File: config.mk
export PLATFORM = sky130hd
export DESIGN_NAME = lpa_mem
export DESIGN_NICKNAME = d
export VERILOG_FILES = /design/src/rtl/lpa_pkg.sv /design/src/rtl/lpa_mem.sv
export SDC_FILE = /design/constraint.sdc
export NUM_CORES = 2
export LEC_CHECK = 0
export BUFFER_PORTS_ARGS = -buffer_cell sky130_fd_sc_hd__buf_2
export CAP_MARGIN = 5
export CORE_MARGIN = 2
export CORE_UTILIZATION = 55
export CTS_BUF_LIST = sky130_fd_sc_hd__clkbuf_16
export CTS_CLUSTER_SIZE = 10
export DETAILED_ROUTE_END_ITERATION = 12
export PLACE_DENSITY = 0.84
export SYNTH_ARGS = -nofsm -noshare
export SYNTH_HDL_FRONTEND = slang
export SYNTH_SLANG_ARGS = --single-unit
File: constraint.sdc
create_clock -name clk -period 14.4 [get_ports clk]
set_input_delay 1.44 -clock clk [delete_from_list [all_inputs] [get_ports clk]]
set_output_delay 1.44 -clock clk [all_outputs]
set_load 0.01 [all_outputs]
File: src/rtl/lpa_pkg.sv
// ---------------------------------------------------------------------------
// lpa_pkg: shared types and constants
// Entry layout, result layout, sequencer states and fixed constants of the
// linear piece adaptation block.
// ---------------------------------------------------------------------------
`default_nettype none
package lpa_pkg;

  localparam logic CMD_WRITE = 1'b0;
  localparam logic CMD_TRAIN = 1'b1;

  localparam logic [1:0] REG_LEARN_RATE   = 2'd0;
  localparam logic [1:0] REG_LEARN_FACTOR = 2'd1;
  localparam logic [1:0] REG_CONSTANT     = 2'd2;
  localparam logic [1:0] REG_SPLIT_EN     = 2'd3;

  localparam logic [16:0] Q16_ONE     = 17'd65536;
  localparam logic [16:0] RATE_RESET  = 17'd6554;
  // 1.144712695 in Q16.16
  localparam logic [16:0] BEND_K      = 17'd75020;
  localparam int          DIV_STEPS   = 34;

  typedef struct packed {
    logic signed [31:0] c;
    logic        [30:0] dv;
    logic signed [31:0] w;
    logic signed [31:0] wmax;
    logic signed [31:0] wmin;
  } entry_t;

  typedef struct packed {
    logic        [3:0]  axis_out;
    logic signed [31:0] weight_out;
    logic signed [31:0] centroid_out;
    logic               is_bias;
  } res_t;

  typedef struct packed {
    logic start;
    logic done;
  } div_ctl_t;

  typedef enum logic [4:0] {
    ST_IDLE, ST_RD, ST_R1, ST_R2, ST_R3, ST_DISP,
    ST_A_SQ, ST_A_DV, ST_A_DVN, ST_A_C, ST_A_E, ST_A_NE, ST_A_EE, ST_A_CMP,
    ST_A_BD, ST_A_BT, ST_A_DIV, ST_A_DIVW, ST_A_W, ST_A_WC, ST_A_ACC, ST_A_WB,
    ST_L_DP, ST_L_SQ, ST_L_TERM, ST_L_FIN, ST_EMIT
  } state_t;

  function automatic logic signed [31:0] sat32(input logic signed [63:0] v);
    logic signed [31:0] r;
    if (v > 64'sh7FFFFFFF) r = 32'sh7FFFFFFF;
    else if (v < -64'sh80000000) r = 32'sh80000000;
    else r = v[31:0];
    return r;
  endfunction

endpackage
`default_nettype wire

File: src/rtl/lpa_mem.sv
// ---------------------------------------------------------------------------
// lpa_mem: axis entry memory
// One write port, one read port, read data registered.
// ---------------------------------------------------------------------------
`default_nettype none
module lpa_mem #(
  parameter int AXES = 16
) (
  input  wire                      clk,
  input  wire                      we,
  input  wire  [$clog2(AXES)-1:0]  waddr,
  input  lpa_pkg::entry_t          wdata,
  input  wire  [$clog2(AXES)-1:0]  raddr,
  output lpa_pkg::entry_t          rdata
);
  import lpa_pkg::*;

  entry_t mem [AXES];

  always_ff @(posedge clk) begin
    if (we) begin
      mem[waddr] <= wdata;
    end
    rdata <= mem[raddr];
  end

endmodule
`default_nettype wire

==> results.yml <==
status:
  status: "complete, but fails checks"
  violations: "slew limit"
route:
  wirelength_um: 247000
  ant_nets: 0
  drtIter0Drc: 6797
  post_drt_wl_per_cell_um: 33.9
  route.detailed.drc: 0
  drtPass1Iterations: 6
  vias_per_cell: 6.59
  vias: 47979
worst_setup_path:
  cpPeakStageDelay_ns: 0.79
  worst-path-stages: 7
  critical_path.top_delay_family: "buffers and inverters"
  rr_worst_depth: 3
  cp_cell_sequence: "buf_8 -> buf_12 -> buf_12 -> buf_4 -> mux4_2 -> a22oi_1 -> nand2_1"
  worstSetupEndpointType: "flip-flop"
  critical-path-slowest-cell: "buf_4"
  crit_type: "in -> reg"
  cp.arrival_ns: 5.76
  critical_path_buf_inv_count: 4
  worstPathMaxFanout: 141
  crit_top_cell: "buf_12"
  required_ns: 15.19
  critPathLaunchType: "primary input"
sta:
  fin_ws_ns: 9.43
  finalSetupViolCount: 0
  fin_skew_ns: 0.0902
  grt_setup_unrepaired: "no"
  slew_headroom_pct: -8.22
  setup_tns_ns: 0
  worst_slew_pin_slew_ns: 1.62
  drv_slew: 50
  fin_crit_sh_pct: 34.5
  hold_viol: 0
  fin_crit_ns: 4.97
  clock.fmax_mhz: 201
logic_synthesis:
  synth.area.top_cells: "edfxtp_1 77%, mux4_2 14%, dfxtp_1 3.2%, a22oi_1 2.0%, mux2_2 0.91%"
  synth_seq_cells: 2703
  synth_top_area_share_pct: 77.3
  syn_nets: 4330
  yosys_warnings: 0
  yosysUniqueCellTypes: 27
  ys.flop_type: "edfxtp_1"
  syn_area_mm2: 0.0989
  async_reset_ff_share_pct: 0
  avgSynthCellArea_um2: 23.8
  yosysMostFrequentCell: "edfxtp_1"
  synth_edf_count: 2544
  syn_inst: 4161
  synth_commonest_cells: "2544 x edfxtp_1, 593 x mux4_2, 269 x a22oi_1"
  synth_top_area_cell: "edfxtp_1"
  seq_area_frac_synth_pct: 80.5
min_path:
  holdPathStages: 3
  hp-class: "reg -> reg"
power_and_ir_drop:
  power.internal_mw: 13.2
  p_sw_mw: 3.56
  pwr-share-seq_pct: 52.9
  pwr-share-comb_pct: 4.7
  vdd_drop_max_mv: 0.110
  leakagePower_nw: 36.9
  p_clk_share_pct: 42.3
  powerDensity_mw_per_mm2: 149
  switching_share_pct: 21.2
clock_network:
  cts_setup_buffers: 0
  ctsHoldBuffers: 0
  cts-root-buf: "clkbuf_16"
  cts_tree: "done"
  cts_sinks: 2703
  cts_buffer_depth: 4
  cts_resized: 0
  cts_inserted_buffers: 324
  clock_latency_ns: 0.97
  ctsHtreeMaxLevel: 5
  path_clk_slew_ns: 0.06
global_route:
  grt_pass1_vias: 50575
  grt_max_degree: 142
  antenna_found_initial: 65
  grt-ovfl-total: 0
  grt_usage_pct: 27.1
  grt_first_pass_wirelength_um: 356000
layout:
  num-nets-final: 4838
  fill_cells: 10922
  seqCellArea_mm2: 0.0796
  final_layout_size_suffix_gt1_share_pct: 29.5
  multiInputGateArea_mm2: 0.0181
  syn2layout_area_growth_pct: 13.7
floorplanning:
  start_util_pct: 55.4
  rows: 155
  die-area_mm2: 0.183
  coreArea_mm2: 0.178
  dieWidth_um: 428
  die-height_um: 428
  design.portCount: 328
placement:
  dp.final_hpwl_um: 110000
  routabilityCongestion: 0.739
  dp_slack_ns: 8.62
  port_buffers: 327
job:
  drv_cap: 0
placed cells by master, fill, tap and decap left out, types with 2 or more instances in the layout:
master / synthesis / routed
nor2b_1: 32 / 28
nor2b_4: 0 / 2
buf_8: 0 / 2
o21ai_0: 18 / 18
nor2b_2: 0 / 2
buf_2: 67 / 323
clkbuf_16: 0 / 329
inv_1: 0 / 198
a221oi_1: 17 / 17
mux2i_1: 29 / 29
o221ai_1: 26 / 26
clkinv_8: 0 / 2
buf_12: 0 / 17
edfxtp_1: 2544 / 2544
o21ai_1: 2 / 2
dfxtp_1: 159 / 159
nor3_2: 0 / 4
buf_4: 32 / 59
o22a_1: 6 / 6
bufinv_16: 0 / 2
nor2_4: 0 / 13
and2_1: 3 / 2
diode_2: 0 / 38
nor2_2: 1 / 2
mux2_2: 80 / 80
inv_6: 0 / 5
a22oi_1: 269 / 269
clkinv_1: 0 / 6
mux4_2: 593 / 593
clkinv_2: 0 / 3
nand2_1: 118 / 118
nand2b_1: 21 / 21
nand3b_1: 2 / 2
metrics by stage:
stage / util (%) / total power, mW / cell area (um^2) / hold WS, ns / cells
finish: 63.0 / 16.8 / 112000 / 0.622 / 7282
global route: 63.0 / 17.2 / 112000 / 0.652 / 7270
CTS: 62.9 / 16.9 / 112000 / 0.624 / 7244
detailed placement: 57.8 / 9.81 / 103000 / 0.650 / 6698
global placement: 57.8 / 9.77 / 103000 / 0.642 / 6698
floorplan: - / 9.48 / 98900 / 0.635 / 4161
per-layer routing:
metal / wire, um / vias to the layer above / GRT usage, %
met5: 214 / - / 0
met1: 85200 / 25040 / 34.9
met2: 124000 / 3489 / 44.2
met3: 25900 / 611 / 6.40
li1: - / 18803 / -
met4: 11500 / 36 / 12.5
final timing paths:
| path | startpoint | end | slack (ns) |
|---|---|---|---|
| min reg2reg | mem[10][140] | rdata[140] | 0.62 |
| min | mem[10][140] | rdata[140] | 0.62 |
| max | raddr[0] | rdata[73] | 9.43 |
| max reg2reg | mem[9][73] | rdata[73] | 12.84 |
worst register-to-register path, stage by stage, from the launching register on:
cell and delay, ns:
edfxtp_1 0.49, mux4_2 0.57, a22oi_1 0.27, nand2_1 0.09
area by class of cell:
type / count / share of cell area [%]
Tap cell: 2355 / 2.62
Clock inverter: 217 / 0.823
Multi-Input combinational cell: 1238 / 16.1
Antenna cell: 38 / 0.0846
Clock buffer: 329 / 7.33
Sequential cell: 2703 / 70.8
Timing Repair Buffer: 402 / 2.17
state kept, by name (all words and copies together), names as in the netlist:
register	flops
mem	2544
rdata	159
power groups by stage:
stage,clock network (mW),registers [mW],logic [mW]
finish,7.11,8.89,0.790
global route,7.48,8.89,0.839
CTS,7.18,8.89,0.794
detailed placement,0,9.04,0.773
global placement,0,9.02,0.750
floorplan,0,9.05,0.430
logic make-up after synthesis:
logic type	after synthesis	share of synthesized area, %
AO/OA/AOI/OAI	338	2.58
buffers and inverters	220	1.29
flip-flops	2703	80.5
multiplexers	702	14.7
AND/OR/NAND/NOR	198	0.918
Power figures use the tool's default switching activity.
